### src/rtl/crsf_pkg.sv
// Shared constants and types for the serial frame deframer.
// No dependencies; imported by the interfaces and by every rtl module.
`default_nettype none

package crsf_pkg;

   localparam int unsigned BYTE_W    = 8;
   localparam int unsigned POS_W     = 6;
   localparam int unsigned CNT_W     = 16;
   localparam int unsigned MAXLEN_W  = 7;
   localparam int unsigned CSR_IDX_W = 2;

   // register indexes
   localparam logic [CSR_IDX_W-1:0] CSR_START_A  = 2'd0;
   localparam logic [CSR_IDX_W-1:0] CSR_START_B  = 2'd1;
   localparam logic [CSR_IDX_W-1:0] CSR_CRC_POLY = 2'd2;
   localparam logic [CSR_IDX_W-1:0] CSR_MAX_LEN  = 2'd3;

   localparam logic [BYTE_W-1:0]   START_A_RST  = 8'd238;
   localparam logic [BYTE_W-1:0]   START_B_RST  = 8'd200;
   localparam logic [BYTE_W-1:0]   CRC_POLY_RST = 8'd213;
   localparam logic [MAXLEN_W-1:0] MAX_LEN_RST = 7'd64;

   // frame length arithmetic: length byte plus two, up to 257
   localparam int unsigned LEN_W = 9;
   localparam logic [LEN_W-1:0] LEN_ADJ = 9'd2;
   localparam logic [LEN_W-1:0] MIN_LEN = 9'd4;
   // bytes needed before the length byte can be judged
   localparam int unsigned HDR_FILL = 3;
   // first byte covered by the CRC (type byte)
   localparam int unsigned CRC_FIRST = 2;

   localparam int unsigned RES_CNT_W   = 7;
   localparam logic [RES_CNT_W-1:0] MAX_RESULTS = 7'd64;

   localparam logic KIND_DATA  = 1'b0;
   localparam logic KIND_ERROR = 1'b1;

   typedef struct packed {
      logic clear;
      logic step;
   } crc_ctrl_type;

endpackage

`default_nettype wire

### src/rtl/crsf_req_if.sv
// Input channel: one received serial byte per word.
// Depends on crsf_pkg.
`default_nettype none

interface crsf_req_if;
   import crsf_pkg::*;

   logic              valid;
   logic              ready;
   logic [BYTE_W-1:0] rx_byte;

   modport source (output valid, output rx_byte, input ready);
   modport sink   (input valid, input rx_byte, output ready);
endinterface

`default_nettype wire

### src/rtl/crsf_rsp_if.sv
// Result channel: frame bytes and CRC error notices with running counts.
// Depends on crsf_pkg.
`default_nettype none

interface crsf_rsp_if;
   import crsf_pkg::*;

   logic              valid;
   logic              ready;
   logic              result_kind;
   logic [BYTE_W-1:0] frame_byte;
   logic [POS_W-1:0]  byte_position;
   logic              last_of_run;
   logic [CNT_W-1:0]  good_frames;
   logic [CNT_W-1:0]  bad_frames;

   modport source (output valid, output result_kind, output frame_byte,
                   output byte_position, output last_of_run,
                   output good_frames, output bad_frames, input ready);
   modport sink   (input valid, input result_kind, input frame_byte,
                   input byte_position, input last_of_run,
                   input good_frames, input bad_frames, output ready);
endinterface

`default_nettype wire

### src/rtl/crsf_store.sv
// Circular frame buffer: one write and one registered read per cycle.
// Positions are relative to the head pointer. Depends on crsf_pkg.
`default_nettype none

module crsf_store #(
   parameter int unsigned DEPTH = 64,
   localparam int unsigned AW = $clog2(DEPTH),
   localparam int unsigned CW = $clog2(DEPTH + 1)
) (
   input  wire logic                       clock,
   input  wire logic [AW-1:0]              head,
   input  wire logic                       wr_en,
   input  wire logic [CW-1:0]              wr_pos,
   input  wire logic [crsf_pkg::BYTE_W-1:0] wr_data,
   input  wire logic [CW-1:0]              rd_pos,
   output logic      [crsf_pkg::BYTE_W-1:0] rd_data
);
   import crsf_pkg::*;

   logic [BYTE_W-1:0] mem [DEPTH];
   logic [BYTE_W-1:0] rd_data_ff;
   logic [AW-1:0]     wr_addr;
   logic [AW-1:0]     rd_addr;

   function automatic logic [AW-1:0] wrap_addr(input logic [AW-1:0] base,
                                              input logic [CW-1:0] ofs);
      logic [CW:0] sum;
      begin
         sum = (CW+1)'(base) + (CW+1)'(ofs);
         if (sum >= (CW+1)'(DEPTH)) begin
            sum = sum - (CW+1)'(DEPTH);
         end
         return sum[AW-1:0];
      end
   endfunction

   assign wr_addr = wrap_addr(head, wr_pos);
   assign rd_addr = wrap_addr(head, rd_pos);

   always_ff @(posedge clock) begin
      if (wr_en) begin
         mem[wr_addr] <= wr_data;
      end
   end

   always_ff @(posedge clock) begin
      rd_data_ff <= mem[rd_addr];
   end

   assign rd_data = rd_data_ff;

endmodule

`default_nettype wire

### src/rtl/crsf_crc_unit.sv
// CRC-8 accumulator, MSB first, one byte folded in per step.
// Depends on crsf_pkg (crc_ctrl_type).
`default_nettype none

module crsf_crc_unit (
   input  wire logic                        clock,
   input  wire crsf_pkg::crc_ctrl_type      ctrl,
   input  wire logic [crsf_pkg::BYTE_W-1:0] poly,
   input  wire logic [crsf_pkg::BYTE_W-1:0] data,
   output logic      [crsf_pkg::BYTE_W-1:0] crc
);
   import crsf_pkg::*;

   logic [BYTE_W-1:0] crc_ff;
   logic [BYTE_W-1:0] crc_in;
   logic [BYTE_W-1:0] folded;

   always_comb begin
      folded = crc_ff ^ data;
      for (int b = 0; b < BYTE_W; b++) begin
         if (folded[BYTE_W-1]) begin
            folded = {folded[BYTE_W-2:0], 1'b0} ^ poly;
         end else begin
            folded = {folded[BYTE_W-2:0], 1'b0};
         end
      end
   end

   always_comb begin
      priority if (ctrl.clear) begin
         crc_in = '0;
      end else if (ctrl.step) begin
         crc_in = folded;
      end else begin
         crc_in = crc_ff;
      end
   end

   always_ff @(posedge clock) begin
      crc_ff <= crc_in;
   end

   assign crc = crc_ff;

endmodule

`default_nettype wire

### src/rtl/crsf_frame_deframer.sv
// Serial frame deframer: after each accepted byte the sequencer scans for a start byte,
// checks the length, runs the CRC one stored byte per cycle and streams a good frame or flags a bad one.
// Sequence: scan for a start byte, read the header, fold the CRC over the stored frame, then
// one output word per cycle while the sink is ready; the next byte is taken once processing
// is back in idle.
// Reset (synchronous): counters, fill level and registers restored; store contents kept.
`default_nettype none

module crsf_frame_deframer #(
   parameter int unsigned MAX_FRAME = 64
) (
   input  wire logic                           clock,
   input  wire logic                           reset,
   crsf_req_if.sink                            req_chan,
   crsf_rsp_if.source                          rsp_chan,
   input  wire logic                           csr_we,
   input  wire logic [crsf_pkg::CSR_IDX_W-1:0] csr_index,
   input  wire logic [crsf_pkg::BYTE_W-1:0]    csr_wdata
);
   import crsf_pkg::*;

   localparam int unsigned AW = $clog2(MAX_FRAME);
   localparam int unsigned CW = $clog2(MAX_FRAME + 1);

   typedef enum logic [6:0] {
      S_IDLE  = 7'b0000001,
      S_ALIGN = 7'b0000010,
      S_HDR   = 7'b0000100,
      S_LEN   = 7'b0001000,
      S_CRC   = 7'b0010000,
      S_EMIT  = 7'b0100000,
      S_ERR   = 7'b1000000
   } state_type;

   // configuration
   logic [BYTE_W-1:0]   start_a_ff;
   logic [BYTE_W-1:0]   start_b_ff;
   logic [BYTE_W-1:0]   poly_ff;
   logic [MAXLEN_W-1:0] max_len_ff;

   // sequencer
   state_type      state_ff, state_in;
   logic [AW-1:0]  head_ff, head_in;
   logic [CW-1:0]  fill_ff, fill_in;
   logic [CW-1:0]  idx_ff, idx_in;
   logic           dv_ff, dv_in;
   logic [CW-1:0]  total_ff, total_in;
   logic [RES_CNT_W-1:0] nres_ff, nres_in;
   logic [CNT_W-1:0] good_ff, good_in;
   logic [CNT_W-1:0] bad_ff, bad_in;

   // output word
   logic              rsp_valid_ff, rsp_valid_in;
   logic              rsp_kind_ff, rsp_kind_in;
   logic [BYTE_W-1:0] rsp_byte_ff, rsp_byte_in;
   logic [POS_W-1:0]  rsp_pos_ff, rsp_pos_in;
   logic              rsp_last_ff, rsp_last_in;
   logic [CNT_W-1:0]  rsp_good_ff, rsp_good_in;
   logic [CNT_W-1:0]  rsp_bad_ff, rsp_bad_in;
   logic              rsp_load;

   // store and crc hookup
   logic              wr_en;
   logic [CW-1:0]     rd_pos;
   logic [BYTE_W-1:0] rd_data;
   crc_ctrl_type      crc_ctrl;
   logic [BYTE_W-1:0] crc_val;

   logic              req_fire;
   logic              slot_free;
   logic              out_full;
   logic              match;
   logic [LEN_W-1:0]  maxlen;
   logic [LEN_W-1:0]  total_calc;
   logic [CW-1:0]     skip;

   function automatic logic [AW-1:0] advance(input logic [AW-1:0] base,
                                            input logic [CW-1:0] ofs);
      logic [CW:0] sum;
      begin
         sum = (CW+1)'(base) + (CW+1)'(ofs);
         if (sum >= (CW+1)'(MAX_FRAME)) begin
            sum = sum - (CW+1)'(MAX_FRAME);
         end
         return sum[AW-1:0];
      end
   endfunction

   crsf_store #(
      .DEPTH (MAX_FRAME)
   ) u_store (
      .clock   (clock),
      .head    (head_ff),
      .wr_en   (wr_en),
      .wr_pos  (fill_ff),
      .wr_data (req_chan.rx_byte),
      .rd_pos  (rd_pos),
      .rd_data (rd_data)
   );

   crsf_crc_unit u_crc (
      .clock (clock),
      .ctrl  (crc_ctrl),
      .poly  (poly_ff),
      .data  (rd_data),
      .crc   (crc_val)
   );

   assign req_chan.ready = (state_ff == S_IDLE);
   assign req_fire       = req_chan.valid && req_chan.ready;
   assign slot_free      = !rsp_valid_ff || rsp_chan.ready;
   // past the result limit a run is consumed without output
   assign out_full       = (nres_ff >= MAX_RESULTS);
   assign match          = dv_ff && (rd_data == start_a_ff || rd_data == start_b_ff);
   assign maxlen         = ((LEN_W)'(max_len_ff) < (LEN_W)'(MAX_FRAME)) ?
                           (LEN_W)'(max_len_ff) : (LEN_W)'(MAX_FRAME);
   assign total_calc     = (LEN_W)'(rd_data) + LEN_ADJ;
   assign skip           = idx_ff - CW'(1);

   always_comb begin
      state_in  = state_ff;
      head_in   = head_ff;
      fill_in   = fill_ff;
      idx_in    = idx_ff;
      dv_in     = dv_ff;
      total_in  = total_ff;
      nres_in   = nres_ff;
      good_in   = good_ff;
      bad_in    = bad_ff;
      wr_en     = 1'b0;
      rd_pos    = idx_ff;
      crc_ctrl  = '0;
      rsp_load  = 1'b0;
      rsp_kind_in = KIND_DATA;
      rsp_byte_in = rd_data;
      rsp_pos_in  = POS_W'(idx_ff);
      rsp_last_in = 1'b0;

      unique case (state_ff)
         S_IDLE: begin
            if (req_fire) begin
               if (fill_ff != CW'(MAX_FRAME)) begin
                  wr_en   = 1'b1;
                  fill_in = fill_ff + CW'(1);
               end
               nres_in  = '0;
               idx_in   = '0;
               dv_in    = 1'b0;
               state_in = S_ALIGN;
            end
         end
         S_ALIGN: begin
            // rd_data holds position idx-1 when dv is set
            priority if (match) begin
               head_in  = advance(head_ff, skip);
               fill_in  = fill_ff - skip;
               dv_in    = 1'b0;
               state_in = S_HDR;
            end else if (idx_ff >= fill_ff) begin
               fill_in  = '0;
               dv_in    = 1'b0;
               state_in = S_HDR;
            end else begin
               dv_in  = 1'b1;
               idx_in = idx_ff + CW'(1);
            end
         end
         S_HDR: begin
            if (fill_ff < CW'(HDR_FILL)) begin
               state_in = S_IDLE;
            end else begin
               rd_pos   = CW'(1);
               state_in = S_LEN;
            end
         end
         S_LEN: begin
            priority if (total_calc < MIN_LEN || total_calc > maxlen) begin
               // bad length: drop the start byte and rescan
               idx_in   = CW'(1);
               dv_in    = 1'b0;
               state_in = S_ALIGN;
            end else if ((LEN_W)'(fill_ff) < total_calc) begin
               state_in = S_IDLE;
            end else begin
               total_in       = CW'(total_calc);
               idx_in         = CW'(CRC_FIRST);
               dv_in          = 1'b0;
               crc_ctrl.clear = 1'b1;
               state_in       = S_CRC;
            end
         end
         S_CRC: begin
            if (dv_ff && idx_ff == total_ff) begin
               // rd_data is the trailing check byte
               dv_in = 1'b0;
               if (crc_val == rd_data) begin
                  if (good_ff != '1) begin
                     good_in = good_ff + CNT_W'(1);
                  end
                  idx_in   = '0;
                  rd_pos   = '0;
                  state_in = S_EMIT;
               end else begin
                  if (bad_ff != '1) begin
                     bad_in = bad_ff + CNT_W'(1);
                  end
                  state_in = S_ERR;
               end
            end else begin
               crc_ctrl.step = dv_ff;
               dv_in         = 1'b1;
               idx_in        = idx_ff + CW'(1);
            end
         end
         S_EMIT: begin
            // rd_data always holds position idx here
            if (out_full || slot_free) begin
               if (!out_full) begin
                  rsp_load    = 1'b1;
                  rsp_last_in = (idx_ff == total_ff - CW'(1));
                  nres_in     = nres_ff + RES_CNT_W'(1);
               end
               rd_pos = idx_ff + CW'(1);
               idx_in = idx_ff + CW'(1);
               if (idx_ff == total_ff - CW'(1)) begin
                  head_in  = advance(head_ff, total_ff);
                  fill_in  = fill_ff - total_ff;
                  idx_in   = '0;
                  dv_in    = 1'b0;
                  state_in = S_ALIGN;
               end
            end
         end
         S_ERR: begin
            if (out_full || slot_free) begin
               if (!out_full) begin
                  rsp_load    = 1'b1;
                  rsp_kind_in = KIND_ERROR;
                  rsp_byte_in = '0;
                  rsp_pos_in  = '0;
                  rsp_last_in = 1'b1;
                  nres_in     = nres_ff + RES_CNT_W'(1);
               end
               head_in  = advance(head_ff, total_ff);
               fill_in  = fill_ff - total_ff;
               idx_in   = '0;
               dv_in    = 1'b0;
               state_in = S_ALIGN;
            end
         end
         default: begin
            state_in = S_IDLE;
         end
      endcase
   end

   always_comb begin
      rsp_valid_in = rsp_valid_ff && !rsp_chan.ready;
      if (rsp_load) begin
         rsp_valid_in = 1'b1;
      end
      rsp_good_in = good_ff;
      rsp_bad_in  = bad_ff;
   end

   always_ff @(posedge clock) begin
      if (reset) begin
         state_ff     <= S_IDLE;
         head_ff      <= '0;
         fill_ff      <= '0;
         idx_ff       <= '0;
         dv_ff        <= 1'b0;
         nres_ff      <= '0;
         good_ff      <= '0;
         bad_ff       <= '0;
         rsp_valid_ff <= 1'b0;
      end else begin
         state_ff     <= state_in;
         head_ff      <= head_in;
         fill_ff      <= fill_in;
         idx_ff       <= idx_in;
         dv_ff        <= dv_in;
         nres_ff      <= nres_in;
         good_ff      <= good_in;
         bad_ff       <= bad_in;
         rsp_valid_ff <= rsp_valid_in;
      end
   end

   always_ff @(posedge clock) begin
      total_ff <= total_in;
      if (rsp_load) begin
         rsp_kind_ff <= rsp_kind_in;
         rsp_byte_ff <= rsp_byte_in;
         rsp_pos_ff  <= rsp_pos_in;
         rsp_last_ff <= rsp_last_in;
         rsp_good_ff <= rsp_good_in;
         rsp_bad_ff  <= rsp_bad_in;
      end
   end

   always_ff @(posedge clock) begin
      if (reset) begin
         start_a_ff <= START_A_RST;
         start_b_ff <= START_B_RST;
         poly_ff    <= CRC_POLY_RST;
         max_len_ff <= MAX_LEN_RST;
      end else if (csr_we) begin
         unique case (csr_index)
            CSR_START_A:  start_a_ff <= csr_wdata;
            CSR_START_B:  start_b_ff <= csr_wdata;
            CSR_CRC_POLY: poly_ff    <= csr_wdata;
            CSR_MAX_LEN:  max_len_ff <= csr_wdata[MAXLEN_W-1:0];
            default:      start_a_ff <= start_a_ff;
         endcase
      end
   end

   assign rsp_chan.valid         = rsp_valid_ff;
   assign rsp_chan.result_kind   = rsp_kind_ff;
   assign rsp_chan.frame_byte    = rsp_byte_ff;
   assign rsp_chan.byte_position = rsp_pos_ff;
   assign rsp_chan.last_of_run   = rsp_last_ff;
   assign rsp_chan.good_frames   = rsp_good_ff;
   assign rsp_chan.bad_frames    = rsp_bad_ff;

`ifndef SYNTHESIS
   // a frame under check or being sent is fully held in the store
   a_frame_held: assert property (@(posedge clock) disable iff (reset)
      (state_ff == S_CRC || state_ff == S_EMIT || state_ff == S_ERR) |->
         (total_ff <= fill_ff && (LEN_W)'(total_ff) >= MIN_LEN))
      else $error("frame length exceeds stored bytes");

   // an accepted word lands in the store unless it is full
   a_fill_grows: assert property (@(posedge clock) disable iff (reset)
      (req_fire && fill_ff != CW'(MAX_FRAME)) |=> (fill_ff == $past(fill_ff) + CW'(1)))
      else $error("fill level did not advance on accept");

   // frame counts only move on a CRC decision
   a_count_source: assert property (@(posedge clock) disable iff (reset)
      (!$past(reset) && (!$stable(good_ff) || !$stable(bad_ff))) |->
         $past(state_ff == S_CRC))
      else $error("frame counter changed outside CRC decision");
`endif

endmodule

`default_nettype wire
### src/flat_wrapper.sv
// flat-port wrapper written by rule: the top's interface ports become plain ports
module crsf_frame_deframer_flat import crsf_pkg::*;
#(
   parameter int unsigned MAX_FRAME = 64
)
  (clock, reset, csr_we, csr_index, csr_wdata, req_chan_valid, req_chan_rx_byte, req_chan_ready, rsp_chan_valid, rsp_chan_result_kind, rsp_chan_frame_byte, rsp_chan_byte_position, rsp_chan_last_of_run, rsp_chan_good_frames, rsp_chan_bad_frames, rsp_chan_ready);
  crsf_req_if req_chan_i ();
  crsf_rsp_if rsp_chan_i ();
  input  wire logic clock;
  input  wire logic reset;
  input  wire logic csr_we;
  input  wire logic [crsf_pkg::CSR_IDX_W-1:0] csr_index;
  input  wire logic [crsf_pkg::BYTE_W-1:0] csr_wdata;
  input wire logic [$bits(req_chan_i.valid)-1:0] req_chan_valid;
  input wire logic [$bits(req_chan_i.rx_byte)-1:0] req_chan_rx_byte;
  output wire logic [$bits(req_chan_i.ready)-1:0] req_chan_ready;
  output wire logic [$bits(rsp_chan_i.valid)-1:0] rsp_chan_valid;
  output wire logic [$bits(rsp_chan_i.result_kind)-1:0] rsp_chan_result_kind;
  output wire logic [$bits(rsp_chan_i.frame_byte)-1:0] rsp_chan_frame_byte;
  output wire logic [$bits(rsp_chan_i.byte_position)-1:0] rsp_chan_byte_position;
  output wire logic [$bits(rsp_chan_i.last_of_run)-1:0] rsp_chan_last_of_run;
  output wire logic [$bits(rsp_chan_i.good_frames)-1:0] rsp_chan_good_frames;
  output wire logic [$bits(rsp_chan_i.bad_frames)-1:0] rsp_chan_bad_frames;
  input wire logic [$bits(rsp_chan_i.ready)-1:0] rsp_chan_ready;
  assign req_chan_i.valid = req_chan_valid;
  assign req_chan_i.rx_byte = req_chan_rx_byte;
  assign req_chan_ready = req_chan_i.ready;
  assign rsp_chan_valid = rsp_chan_i.valid;
  assign rsp_chan_result_kind = rsp_chan_i.result_kind;
  assign rsp_chan_frame_byte = rsp_chan_i.frame_byte;
  assign rsp_chan_byte_position = rsp_chan_i.byte_position;
  assign rsp_chan_last_of_run = rsp_chan_i.last_of_run;
  assign rsp_chan_good_frames = rsp_chan_i.good_frames;
  assign rsp_chan_bad_frames = rsp_chan_i.bad_frames;
  assign rsp_chan_i.ready = rsp_chan_ready;
  crsf_frame_deframer #(.MAX_FRAME(MAX_FRAME)) u_core (.clock(clock), .reset(reset), .req_chan(req_chan_i), .rsp_chan(rsp_chan_i), .csr_we(csr_we), .csr_index(csr_index), .csr_wdata(csr_wdata));
endmodule
### config.mk
export PLATFORM = sky130hd
export DESIGN_NAME = crsf_frame_deframer_flat
export DESIGN_NICKNAME = d
export VERILOG_FILES = /design/src/rtl/crsf_pkg.sv /design/src/rtl/crsf_req_if.sv /design/src/rtl/crsf_rsp_if.sv /design/src/rtl/crsf_store.sv /design/src/rtl/crsf_crc_unit.sv /design/src/rtl/crsf_frame_deframer.sv /design/src/flat_wrapper.sv
export SDC_FILE = /design/constraint.sdc
export NUM_CORES = 1
export LEC_CHECK = 0
export BUFFER_PORTS_ARGS = -buffer_cell sky130_fd_sc_hd__buf_4
export CAP_MARGIN = 10
export CELL_PAD_IN_SITES_DETAIL_PLACEMENT = 2
export CELL_PAD_IN_SITES_GLOBAL_PLACEMENT = 2
export CORE_AREA = 2 2 418 254
export DETAILED_ROUTE_END_ITERATION = 10
export DIE_AREA = 0 0 420 256
export GPL_TIMING_DRIVEN = 0
export PLACE_DENSITY = 0.62
export SLEW_MARGIN = 20
export SYNTH_ARGS = -nofsm -noshare
export SYNTH_HDL_FRONTEND = slang
export SYNTH_HIERARCHICAL = 1
export SYNTH_SLANG_ARGS = --single-unit
### constraint.sdc
create_clock -name clock -period 6.1 [get_ports clock]
set_input_delay 0.61 -clock clock [delete_from_list [all_inputs] [get_ports clock]]
set_output_delay 0.61 -clock clock [all_outputs]
set_load 0.1 [all_outputs]
**Word level (Yosys, flattened, before mapping)**

Memories as Yosys holds them, arrays and structs flattened. A register that Yosys moved wholly into a read port is not among the register bits.
Index checks and enable logic that the tools add are counted.
W data, S select, Z words.

- Output and inout port bits: 50
- Input bits: 23
- Memories: 1
- Bits in registers: 162
- Memory bits (writable): 512
- Logic and storage cells: 212

Memories:

| memory | depth | width | read ports | clocked after memory_dff | write ports | RTL line | source |
|---|---|---|---|---|---|---|---|
| u_core.u_store.mem | 64 | 8 | 1 | 1 | 1 | crsf_store.sv:20 | `logic [BYTE_W-1:0] mem [DEPTH];` |

- Equal/unequal tests: 31
- Bitwise logic cells: 12
- Reductions and logical operators: 29
- Multiplexer cells: 89
- $lt $le $gt $ge: 11
- $add $sub $neg: 18

Operators by type and width:

| operator | count |
|---|---|
| $mux W7 | 31 |
| $mux W8 | 11 |
| $xor A8 B8 Y8 | 9 |
| $mux W6 | 11 |
| $pmux W7 S7 | 1 |
| $pmux W7 S6 | 1 |
| $add A16 B1 Y16 const B | 2 |
| $add A6 B7 Y8 | 4 |
| $ge A8 B7 Y1 const B | 4 |
| $ne A16 B16 Y1 const B | 2 |
| $pmux W7 S4 | 1 |
| $mux W1 | 25 |
| $eq A8 B8 Y1 | 3 |
| $sub A6 B1 Y6 const B | 4 |
| $add A7 B1 Y7 const B | 3 |
| $pmux W7 S3 | 1 |
| $pmux W6 S3 | 1 |
| $eq A7 B7 Y1 | 2 |
| $pmux W7 S2 | 1 |
| $reduce_and A7 Y1 | 2 |
| $sub A7 B1 Y7 const B | 2 |
| $sub A7 B7 Y7 | 2 |
| $ne A2 B1 Y1 const B | 6 |
| $reduce_and A4 Y1 | 3 |
| 39 further kinds | 58 |

**Depth between registers and ports, before layout**

Gate-level depths: netlist of run 1.

- Depth in word-level cells: 17
- Mapped depth: 19
- Depth with buffers taken out: 16

**Cells and area by module**

The synthesis of run 1 kept the hierarchy.

Modules (own cells, without submodules):

| module | instances | seq. area each (um^2) | area an instance (um^2) | cells an instance |
|---|---|---|---|---|
| crsf_store | 1 | 15534.9 | 20561.0 | 1013 |
| crsf_frame_deframer | 1 | 3633.5 | 8276.7 | 870 |
| crsf_crc_unit | 1 | 160.2 | 2109.5 | 280 |

**Worst setup path before layout of run 1**

Ideal clock, no wire load.

- Path kind: reg2reg
- From: register u_core.u_store.rd_data_ff[1], in the netlist u_core/u_store/rd_data[1], read port of u_core.u_store.mem
- To: register u_core.u_crc.crc_ff[6], in the netlist u_core/u_crc/crc[6]
- Slack: 1.667 ns
- Arrival time: 4.288 ns
- Setup time: 0.145 ns
- Cell stages (with the launch flop): 15
- Buffers on the path: 1
- Required time: 5.955 ns
- Period minus slack after synthesis: 4.433 ns
- Path through: dfxtp_1 > ha_1 > and3_1 > xnor2_1 > inv_1 > ha_1 > nand2_1 > o32ai_1 > a221o_1 > o21ai_2 > a2111oi_1 > dlygate4sd3_1 > nor2_1 > o2111ai_1 > o311ai_0

RTL lines:

| item | RTL line | source |
|---|---|---|
| start: declaration | crsf_store.sv:21 | `logic [BYTE_W-1:0] rd_data_ff;` |
| end signal: assignment | crsf_crc_unit.sv:40 | `crc_ff <= crc_in;` |
| end: declaration | crsf_crc_unit.sv:14 | `logic [BYTE_W-1:0] crc_ff;` |

**Final worst setup path of run 1**

- From: register u_core.u_store.rd_data_ff[7], in the netlist u_core/u_store/rd_data[7], read port of u_core.u_store.mem
- To: register u_core.u_store.rd_data_ff[7], in the netlist u_core/u_store/rd_data[7], read port of u_core.u_store.mem

- Cells in the longest elaborated chain, start to end: 7
- Elaborated cells between the ends (all ways): 8
- Classes of those cells: 2 x add/sub; 1 x order compare; 1 x eq/ne; 4 x mux

Ends and longest elaborated chain:

| item | RTL line | source |
|---|---|---|
| $eq A8 B8 Y1 * | crsf_frame_deframer.sv:196 | `if (crc_val == rd_data) begin` |
| $mux W7 * | crsf_frame_deframer.sv:196 |  |
| $mux W7 * | crsf_frame_deframer.sv:193 | `if (dv_ff && idx_ff == total_ff) begin` |
| $pmux W7 S3 * | crsf_frame_deframer.sv:139 | `unique case (state_ff)` |
| named net u_core.rd_pos[1] | crsf_frame_deframer.sv:64 | `logic [CW-1:0] rd_pos;` |
| $add A6 B7 Y8 * | crsf_store.sv:29 | `sum = (CW+1)'(base) + (CW+1)'(ofs);` |
| $ge A8 B7 Y1 or $sub A6 B1 Y6 (tied branches) | crsf_store.sv:30, crsf_store.sv:31 |  |
| $mux W6 * | crsf_store.sv:30 | `if (sum >= (CW+1)'(DEPTH)) begin` |

Mark *: on every way through the listed nets, which the timed path passes. The rest lies on a longest branch.
A chain may end at the register's enable or synchronous reset.

==> results of run 1 <==
[per-stage QoR]
stage	hold slack [ns]	total power, µW	instances
after floorplan	0.4424	7645	2161
after global placement	0.4686	8587	3642
after detailed placement	0.4728	8734	3645
after CTS	0.1427	13310	3773
after global routing	0.1945	13800	3777
final	0.1970	13190	3777
[area by class of cell]
class                           count  area share, %
Clock buffer                       82          5.238
Multi-Input combinational cell   1334          30.70
Tap cell                         1410          4.941
Inverter                           49         0.5151
Buffer                             95          1.384
Timing Repair Buffer               79          1.717
Sequential cell                   682          54.13
Clock inverter                     46          1.377
[critical path: stages (launching register included)]
cell,delay (ns)
sky130_fd_sc_hd__dfxtp_1,0.47
sky130_fd_sc_hd__clkbuf_1,0.43
sky130_fd_sc_hd__xnor2_1,0.17
sky130_fd_sc_hd__nand4_1,0.13
sky130_fd_sc_hd__nor2_2,0.49
sky130_fd_sc_hd__nand3_1,0.15
sky130_fd_sc_hd__nand2_1,0.14
sky130_fd_sc_hd__o311ai_0,0.35
sky130_fd_sc_hd__nand2_1,0.19
sky130_fd_sc_hd__o21ai_0,0.16
sky130_fd_sc_hd__inv_1,0.14
sky130_fd_sc_hd__fa_1,0.19
sky130_fd_sc_hd__buf_2,0.40
sky130_fd_sc_hd__clkbuf_1,0.64
sky130_fd_sc_hd__mux4_2,0.41
sky130_fd_sc_hd__mux2i_1,0.19
sky130_fd_sc_hd__mux2i_1,0.16
sky130_fd_sc_hd__a22oi_1,0.46
sky130_fd_sc_hd__o221ai_1,0.29
[how the worst min path moves through the flow]
stage | from | end | depth (start not counted)
6_report | csr_wdata[7] | u_core/start_b_ff[7]$_SDFFE_PP1P_ | 3
5_1_grt | csr_wdata[7] | u_core/start_b_ff[7]$_SDFFE_PP1P_ | 3
4_1_cts | csr_wdata[7] | u_core/start_b_ff[7]$_SDFFE_PP1P_ | 3
3_5_place_dp | u_core/bad_ff[14]$_SDFFE_PP0P_ | u_core/rsp_chan.bad_frames[14]$_DFFE_PP_ | 0
3_3_place_gp | u_core/good_ff[6]$_SDFFE_PP0P_ | u_core/rsp_chan.good_frames[6]$_DFFE_PP_ | 0
2_1_floorplan | u_core/good_ff[9]$_SDFFE_PP0P_ | u_core/rsp_chan.good_frames[9]$_DFFE_PP_ | 0
[registers in the layout, summed over array words and instances (netlist names), 6 cells and up]
| name | flops |
|---|---|
| u_core/nres_ff | 7 |
| u_core/total_ff | 7 |
| u_core/poly_ff | 8 |
| u_core/good_ff | 16 |
| u_core/rsp_chan.good_frames | 16 |
| u_core/idx_ff | 7 |
| u_core/rsp_chan.bad_frames | 16 |
| u_core/rsp_chan.byte_position | 6 |
| u_core/rsp_chan.frame_byte | 8 |
| u_core/bad_ff | 16 |
| u_core/state_ff | 7 |
| u_core/u_store/mem | 512 |
| u_core/start_a_ff | 8 |
| u_core/u_store/rd_data | 8 |
| u_core/head_ff | 6 |
| u_core/start_b_ff | 8 |
| u_core/max_len_ff | 7 |
| u_core/u_crc/crc | 8 |
| u_core/fill_ff | 7 |
[metal layers]
metal  routed length [µm]  vias to the layer above
met3                 5149                      100
met2                39040                      405
li1                     -                     8629
met4                 1480                        2
met1                49940                    10520
met5                   13                        -
[power breakdown]
part / internal [µW] / switching [µW] / total [µW]
sequential: 5170 / 119 / 5290
clock: 2560 / 1940 / 4500
combinational: 1250 / 2140 / 3390
total: 8980 / 4200 / 13200
[repair_timing]
item	CTS	global route
gates resized for setup	4	12
setup endpoints to repair	8	8
buffers inserted	0	5
==> summary.md, run 1 <==
The library cell used most frequently in the layout, excluding fill and tap cells, is sky130_fd_sc_hd__edfxtp_1. Dividing total power by cell area gives a power density of 369.3 nW/µm². Setup repair after global routing left no endpoint under its margin. The first global-routing pass estimated 142.1 mm of wire.

In this run the standard cell core region covers 103900 µm². Detailed placement finished with a half-perimeter wire length of 68.03 mm. At the placement stage, the worst setup path has a slack of -0.1916 ns. The logs give 1603 for the starting DRC count in detailed routing and 0 for the post-cts hold buffer count. The post-synthesis area per instance is 14.32 µm², and the final instance area is 35710 µm². Worst-case register-to-register setup slack: 0.32 ns.

The number of antenna diodes in the final layout is 0. The number of nets handed over by synthesis was 2240. Counting the buffers created by CTS gives 71.

The tools report the number of placement rows as 92. Counting cells, the worst reg-to-reg path comes to 18. The congestion estimate from routability-driven global placement came to 0.8152. IR analysis of the VDD net gives a maximum drop of 0.0003438 V.

The maximum fanout encountered on the critical timing path is 10, and the number of sinks on the clock net is 682. The tools report the final worst slack as 0.3226 ns. For the global-route track usage on met2, the log shows 24.31%. The initial antenna violation count was 2.

In this run the worst setup path begins at u_core/u_store/rd_data[7]$_DFF_P_. The final net count is 2391. The clock latency at the later pin of the worst-skew pair was 0.67 ns. The logs give 0 for the setup-violating endpoint count in the final report and 3.363% for the global-route track usage on met3. The Yosys warning count was 6. The kind of critical path was reg2reg. The worst pin sits at a relative slew slack of 18.00%. Fill cells in the final layout number 10600.

Data on the critical path is required at its endpoint by 6.55 ns. The count of nets left with antenna violations once routing finished came out at 0. The worst path uses 94.71% of the clock period. The tools report the sort of element at the start of the critical path as a register. In the synthesized netlist, the number of instances is 2161. The die span in y was 256 µm; the largest net degree at the start of global routing was 65. Dividing the detail-routed wire length by the instance count gives 25.32 µm.

The first detailed-routing pass took 5 iterations. CTS clock-pin slew for the worst setup and hold paths: 0.06 ns. Startpoint of the worst-slack reg-to-reg timing path: u_core/u_store/rd_data[7]$_DFF_P_.

Endpoint type of the worst setup path: a register. The endpoint of the lowest-slack register-to-register path is u_core/u_store/rd_data[7]$_DFF_P_. Maximum level of the CTS H-tree: 3.

The tree is rooted in a sky130_fd_sc_hd__clkbuf_16. The leakage component of the power is 0.01209 µW, and the number of failing hold endpoints at the final stage is 0. In this run the worst hold path is classified as in2reg. Compared with the post-synthesis result, the final layout area differs by 15.43%. In the final layout, flip-flops and latches occupy 19330 µm². The number of global-route vias before repair is 20700, and the global routing met1 resource utilization is 28.66%. At the pin with the least slew margin, the transition time is 1.227 ns. Input and output buffers added on the ports amount to 71.

The logs give 6.23 ns for the data arrival time of the critical path and 173.1 MHz for the fmax. The share of cells above drive strength 1 works out to 17.03%. Detailed-route vias per instance: 5.204. The die is 420 µm wide. In this run the deepest clock path goes through 3 buffers.

The flow ran to the end, and the final reports show no timing, DRC or antenna violations. The setup TNS is 0 ns, and the area of the die is 107500 µm². TritonCTS built the clock tree. The multi-input gate area in the final layout came out at 10960 µm². During I/O placement, the number of pins put on the boundary was 73.

Counting I/O delays and the setup requirement, the final critical path takes 5.777 ns. The total overflow left after global routing is 0. The clock arrives with 0.02621 ns of skew.

The layer carrying the most global-route usage was met1. The final wirelength is 95.62 mm, and the post-synthesis instance area is 30940 µm². The initial utilization of the core area, before any placement, comes to 29.76%. Final max-slew violation count: 0.

Max-cap violations in this run came to 0. The global router's overall resource usage is 17.80%, and the DRC violation count after routing is 0. The placement-stage cell area is 33280 µm². The final core area utilization is 34.35%, and the via count of the routed design is 19650.

The most critical setup path has its endpoint at u_core/u_store/rd_data[7]$_DFF_P_. In the layout the commonest cells are sky130_fd_sc_hd__edfxtp_1 (567), sky130_fd_sc_hd__nor2_1 (192), sky130_fd_sc_hd__nand2_1 (190).
Power figures use the tool's default switching activity.
==> run 2, diff against run 1 <==
- CAP_MARGIN: 10 -> 20
- CTS_BUF_LIST: unset -> sky130_fd_sc_hd__clkbuf_4 sky130_fd_sc_hd__clkbuf_8
- SKIP_CTS_REPAIR_TIMING: unset -> 1
==> run 2 against run 1 <==
Sequential share of layout area grew 0.21 points. Critical path depth shrank 1. Cell count grew 1.9%. Flip-flop and latch count is the same. Clock-buffer cell count grew 71. Largest cell class unchanged. Sequential power is essentially flat. Hold slack lost 0.13 ns. Worst setup slack gained 0.082 ns. Wire length grew 0.44%. Critical endpoint is now u_core/u_store/rd_data[4]$_DFF_P_. First-iteration DRC count shrank 7.9%.
==> summary.md, run 2 (same netlist as run 1, synthesis figures left out) <==
Cell family contributing the most delay on the critical path: compound AO/OA/AOI/OAI gates. The maximum fanout encountered on the critical timing path works out to 10 (unchanged). The final critical-path share of the clock period is 93.37% (-1.3 points), and the detailed-route vias per instance is 5.162 (-0.80%). The die extent in x is 420 µm (unchanged). The run finished with clean final reports. The fmax was 175.6 MHz (+1.4%); the share of cells above drive strength 1 was 19.30% (+2.3 points). The kind of critical path was reg2reg. The global router's overall resource usage was 17.86% (+0.052 points); the quantity of I/O buffers inserted on ports was 71 (unchanged).

The logs give 26.72% (+8.7 points) for the relative slew slack and 2 (unchanged) for the initial antenna violation count. The count of fill cells added during filler insertion is 10650 (+0.44%), and the delay of the slowest critical-path stage is 0.53 ns (-0.11 ns). The final wirelength was 96.04 mm (+0.44%).

The starting DRC count in detailed routing was 1476 (-7.9%). The power per standard cell area works out to 361.2 nW/µm² (-2.2%). The I/O pin count was 73 (unchanged); the buffers plus inverters on the worst setup path was 3 (-1). The number of global-route vias before repair was 21140 (+2.1%); the clock latency at the later pin of the worst-skew pair was 0.80 ns (+0.13 ns). The placeable core region was 103900 µm² (unchanged); the number of flip-flops in the largest register was 512 (unchanged). Setup repair after global routing left no endpoint under its margin.

The area added between synthesis and finish came out at 14.98%. Endpoint type of the worst setup path: a register. The most common cell after layout, fill and taps aside is sky130_fd_sc_hd__edfxtp_1.

The post-layout total power came out at 12850 µW (-2.6%). Path class of the lowest-slack min-delay path: in2reg. Number of sinks on the clock net: 682 (unchanged). The remaining global-route overflow came out at 0 (unchanged). The leakage component of the power was 0.01210 µW (+0.10%).

The logs give 142.9 mm (+0.54%) for the first-pass GRT wire length and 35570 µm² (-0.39%) for the final instance area. For the setup-violating endpoint count in the final report, the log shows 0 (unchanged). CTS clock-pin slew for the worst setup and hold paths: 0.06 ns (about the same). The area of the die is 107500 µm² (unchanged). The tools report the number of violations of the max-capacitance limit as 0 (unchanged). The post-route antenna net violation count is 0 (unchanged), and the final net count is 2424 (+1.4%). The largest net degree at the start of global routing is 65 (unchanged). TritonCTS built the clock tree. The run gives 0 (unchanged) as the number of failing hold endpoints at the final stage. For this design, the slowest cell found on the critical path is sky130_fd_sc_hd__a22oi_1.

The number of clock buffers inserted by TritonCTS came out at 109 (+54%). The maximum level of the CTS H-tree was 3 (unchanged). The final RePlAce weighted congestion was 0.8152 (unchanged).

The number of placement rows is 92 (unchanged). The library cells used most frequently in the layout, excluding fill and tap cells, are sky130_fd_sc_hd__edfxtp_1 (567), sky130_fd_sc_hd__nor2_1 (192), sky130_fd_sc_hd__nand2_1 (190). The tools report the data arrival time of the critical path as 6.28 ns (+0.05 ns).

Walking the worst path, the cells encountered are clkbuf_2, xor2_1, nor4_1, and2_1, nand3_1, nand2_1, o311ai_0, o21ai_0, o21ai_0, ha_1, buf_2, xor2_4, buf_4, mux2i_1, mux2i_1, a22oi_1, o221ai_1. The final max-slew violation count was 0 (unchanged); the data required time of the worst path was 6.68 ns (+0.13 ns). For the multi-input gate area in the final layout, the log shows 10970 µm² (about the same).

For the worst setup skew after layout, the log shows 0.03284 ns (+0.006630 ns). The DRC violation count after routing was 0 (unchanged). The count of TritonRoute iterations in the first routing pass is 5 (unchanged), and the final critical path time including I/O delays and setup is 5.695 ns (-0.08218 ns). The via count of the routed design is 19860 (+1.0%), and the transition time of the tightest slew-check pin is 1.085 ns (-0.1414 ns).

The logs give 29.76% (unchanged) for the starting density of the core and 0.0003413 V (-0.73%) for the worst-case vdd ir drop. The per-cell routed wire length was 24.96 µm (-1.4%). The register area is 19330 µm² (unchanged), and the placement-stage cell area is 33280 µm² (unchanged). The run gives 68.03 mm (unchanged) as the detailed placer's ending HPWL. The tree is rooted in a sky130_fd_sc_hd__clkbuf_8. The die span in y works out to 256 µm (unchanged). The tools report the sort of element at the start of the critical path as a register.

The register with the most flip-flops was u_core/u_store/mem. The maximum clock insertion buffer count came out at 3 (unchanged).
## run 2: path summary, 6_finish.rpt
path,cells after the start,end,slack [ns],from
hold reg to reg,0,u_core/rsp_chan.bad_frames[14]$_DFFE_PP_,0.48,u_core/bad_ff[14]$_SDFFE_PP0P_
hold / removal,3,u_core/start_b_ff[7]$_SDFFE_PP1P_,0.07,csr_wdata[7]
setup / recovery,17,u_core/u_store/rd_data[4]$_DFF_P_,0.40,u_core/idx_ff[4]$_SDFFE_PP0P_
setup reg to reg,17,u_core/u_store/rd_data[4]$_DFF_P_,0.40,u_core/idx_ff[4]$_SDFFE_PP0P_
## run 2: final cells by class
cell class / instances / area share (%)
Multi-Input combinational cell: 1334 / 30.85
Inverter: 49 / 0.5171
Timing Repair Buffer: 74 / 1.583
Antenna cell: 2 / 0.01407
Buffer: 95 / 1.389
Clock inverter: 48 / 1.048
Tap cell: 1410 / 4.960
Clock buffer: 153 / 5.304
Sequential cell: 682 / 54.34
## run 2: worst register-to-register path, delay by kind of cell (launching register included)
kind                       cells  cell delay (ns)
muxes                          2             0.48
buffers and inverters          3             0.87
DFF                            1             0.44
AOI/OAI and AO/OA              5             1.68
and+or+nand+nor                4             1.00
xor gates and xnor gates       2             0.68
adders and majority gates      1             0.35
## run 2: where the power goes
| part | switching (µW) | leakage [µW] | internal, µW | total, µW |
|---|---|---|---|---|
| clock network | 1940 | 0.00119 | 2210 | 4150 |
| registers | 122 | 0.00605 | 5180 | 5300 |
| logic | 2150 | 0.00487 | 1250 | 3400 |
## run 2: routing by layer
| metal | up-vias | routed length, µm | track usage [%] |
|---|---|---|---|
| li1 | 8695 | - | - |
| met1 | 10560 | 49650 | 28.15 |
| met2 | 475 | 39040 | 24.21 |
| met3 | 129 | 5862 | 4.528 |
| met4 | 2 | 1470 | 3.817 |
| met5 | - | 13 | 0 |
## run 2: stage by stage
| step | setup slack, ns | util (%) | hold WS (ns) | setup TNS (ns) | instances |
|---|---|---|---|---|---|
| finish | 0.4047 | 34.22 | 0.07194 | 0 | 3847 |
| global route | 0.03085 | 34.22 | 0.03106 | 0 | 3846 |
| CTS | -0.2127 | 34.19 | -0.01104 | -1.057 | 3846 |
| detailed placement | -0.1916 | 32.01 | 0.4728 | -0.9320 | 3645 |
| global placement | -0.3157 | 31.97 | 0.4686 | -0.8721 | 3642 |
| floorplan | 1.667 | - | 0.4424 | 0 | 2161 |
==> run 3, diff against run 2 <==
- CELL_PAD_IN_SITES_DETAIL_PLACEMENT: 2 -> 1
==> run 3 against run 2 <==
Power shrank 0.65%. Critical path type unchanged. Via count shrank 1.3%. Sequential share of layout area shrank 0.067 points. Fmax shrank 0.74%.
==> summary.md, run 3 (same netlist as run 1, synthesis figures left out) <==
The placement-stage cell area is 33280 µm² (unchanged), and the worst-case register-to-register setup slack is 0.36 ns (-0.04 ns). The tools report the final max-slew violation count as 0 (unchanged). The signal on the critical path passes through clkbuf_1, xor2_1, nor4_1, and2_1, nand3_1, nand2_1, o311ai_0, nand2_1, o21ai_0, inv_1, fa_1, buf_2, clkbuf_2, mux4_2, mux2i_1, mux2i_1, a22oi_1, o221ai_1.

For the maximum level of the CTS H-tree, the log shows 3 (unchanged). The tools report the endpoint type of the worst setup path as a register. The per-cell routed wire length is 23.67 µm (-5.2%). The CTS clock-pin slew for the worst setup and hold paths came out at 0.07 ns (about the same).

The kind of cell with the highest combined delay along the critical path is buffers and inverters. The tools report the final core area utilization as 34.26% (+0.042 points). The die span in y works out to 256 µm (unchanged). The register with the most flip-flops in the final layout is u_core/u_store/mem. The endpoint identified for the worst register-to-register timing path is u_core/u_store/rd_data[2]$_DFF_P_. In this run the critical register-to-register path is launched from u_core/idx_ff[4]$_SDFFE_PP0P_. The transition time of the tightest slew-check pin is 1.073 ns (-0.01230 ns). Starting DRC count in detailed routing: 1396 (-5.4%). The depth of the worst register-to-register path is 18 (+1), and the first-pass GRT wire length is 135.2 mm (-5.3%).

The detailed placer's ending HPWL is 64.30 mm (-5.5%), and the final critical-path share of the clock period is 94.07% (+0.70 points). The logs give 16.92% (-0.94 points) for the global router's overall resource usage and 3 (unchanged) for the maximum clock insertion buffer count. The data required time of the worst path is 6.72 ns (+0.04 ns), and the final RePlAce weighted congestion is 0.8152 (unchanged). The setup-violating endpoint count in the final report was 0 (unchanged); the multi-input gate area in the final layout was 10970 µm² (about the same). The tools report the leakage component of the power as 0.01213 µW (+0.19%).

STA classifies the critical path startpoint as a register. The power per standard cell area is 358.4 nW/µm² (-0.78%). The most critical setup path has its endpoint at u_core/u_store/rd_data[2]$_DFF_P_.

The worst-case vdd ir drop is 0.0002411 V (-29%), and the fmax is 174.3 MHz (-0.74%). Path class of the lowest-slack min-delay path: in2reg. The starting density of the core is 29.76% (unchanged), and the data arrival time of the critical path is 6.36 ns (+0.08 ns).

The post-route antenna net violation count was 0 (unchanged). The run finished with clean final reports. The die extent in x works out to 420 µm (unchanged). The number of cells on the critical path came out at 18 (+1). The run gives 65 (unchanged) as the largest net degree at the start of global routing. Most common cell after layout, fill and taps aside: sky130_fd_sc_hd__edfxtp_1. TritonCTS built the clock tree.

The remaining global-route overflow was 0 (unchanged). The run gives 682 (unchanged) as the number of sinks on the clock net. In this run the clock root is driven by a sky130_fd_sc_hd__clkbuf_8. The count of TritonRoute iterations in the first routing pass is 5 (unchanged). Setup repair after global routing left no endpoint under its margin. The placeable core region came out at 103900 µm² (unchanged).

The slowest library cell on the worst path is sky130_fd_sc_hd__clkbuf_1. Number of placement rows: 92 (unchanged). Delay of the slowest critical-path stage: 0.47 ns (-0.06 ns).

The final net count was 2430 (+0.25%); the area added between synthesis and finish was 15.12%. The quantity of I/O buffers inserted on ports works out to 71 (unchanged). The tools report the worst setup skew after layout as 0.03395 ns (+0.001115 ns). Share of cells above drive strength 1: 19.48% (+0.18 points).

Post-layout total power: 12770 µW (-0.65%). The buffers plus inverters on the worst setup path is 4 (+1). The final critical path time including I/O delays and setup was 5.738 ns (+0.04273 ns). The number of flip-flops in the largest register came out at 512 (unchanged). The maximum fanout encountered on the critical timing path was 10 (unchanged).

The critical path starts at u_core/idx_ff[4]$_SDFFE_PP0P_. The count of fill cells added during filler insertion was 10940 (+2.8%). The detailed-route vias per instance was 5.086 (-1.5%). The DRC violation count after routing is 0 (unchanged). The area of the die is 107500 µm² (unchanged). The logs give 35610 µm² (+0.12%) for the final instance area and 19600 (-1.3%) for the via count of the routed design. The number of violations of the max-capacitance limit was 0 (unchanged).

In the layout the commonest cells are sky130_fd_sc_hd__edfxtp_1 (567), sky130_fd_sc_hd__nor2_1 (192), sky130_fd_sc_hd__nand2_1 (190). For the number of clock buffers inserted by TritonCTS, the log shows 108 (-0.92%). The run gives 73 (unchanged) as the I/O pin count. For the initial antenna violation count, the log shows 2 (unchanged). The run gives 19330 µm² (unchanged) as the register area.

For the number of global-route vias before repair, the log shows 20270 (-4.1%). The critical path in this run is classified as reg2reg. The logs give 0 (unchanged) for the number of failing hold endpoints at the final stage and 28.19% (+1.5 points) for the relative slew slack. Final wirelength: 91.21 mm (-5.0%).

Clock latency at the later pin of the worst-skew pair: 0.80 ns (about the same).
run 3: cell types whose count changed in the layout (fill, tap and decap cells not counted), sizes merged:
cell,previous run,this run
clkbuf,204,199
buf,115,122
diode,2,5
bufinv,5,6
run 3: metal layers:
layer	GRT usage, %	share of wire, %	up-vias
li1	-	-	8698
met1	27.68	53	10270
met2	21.96	39	490
met3	3.815	6.0	133
met4	3.937	1.8	0
met5	0	0	-
run 3: per-stage QoR:
step	cells	setup slack (ns)	hold slack (ns)	setup TNS (ns)
2_1_floorplan	2161	1.667	0.4424	0
3_3_place_gp	3642	-0.3157	0.4686	-0.8721
3_5_place_dp	3645	-0.1626	0.4680	-0.6911
4_1_cts	3842	-0.1812	-0.03728	-0.7666
5_1_grt	3851	0.02938	0.01250	0
6_report	3853	0.3620	0.04287	0
run 3: worst min path at each step:
stage / from / to / slack, ns / cells after the start
finish: csr_wdata[7] / u_core/poly_ff[7]$_SDFFE_PP1P_ / 0.04 / 3
detailed placement: u_core/good_ff[9]$_SDFFE_PP0P_ / u_core/rsp_chan.good_frames[9]$_DFFE_PP_ / 0.47 / 0
global route: csr_wdata[7] / u_core/start_a_ff[7]$_SDFFE_PP1P_ / 0.01 / 3
CTS: csr_wdata[7] / u_core/start_b_ff[7]$_SDFFE_PP1P_ / -0.04 / 3
floorplan: u_core/good_ff[9]$_SDFFE_PP0P_ / u_core/rsp_chan.good_frames[9]$_DFFE_PP_ / 0.44 / 0
global placement: u_core/good_ff[6]$_SDFFE_PP0P_ / u_core/rsp_chan.good_frames[6]$_DFFE_PP_ / 0.47 / 0
run 3: cell type report:
class                           count  area share [%]
Multi-Input combinational cell   1334           30.81
Inverter                           49          0.5164
Buffer                             95           1.384
Sequential cell                   682           54.27
Timing Repair Buffer               81           1.728
Tap cell                         1410           4.954
Antenna cell                        5         0.03513
Clock buffer                      148           5.157
Clock inverter                     49           1.138
run 3: power by group:
group | internal (µW) | switching (µW)
combinational | 1250 | 2100
sequential | 5180 | 115
clock | 2210 | 1920
total | 8630 | 4130
run 3: worst min-delay path: cells and delay by family:
family / cells / cell delay (ns)
buf+inv: 1 / 0.09
simple gates: 2 / 0.10
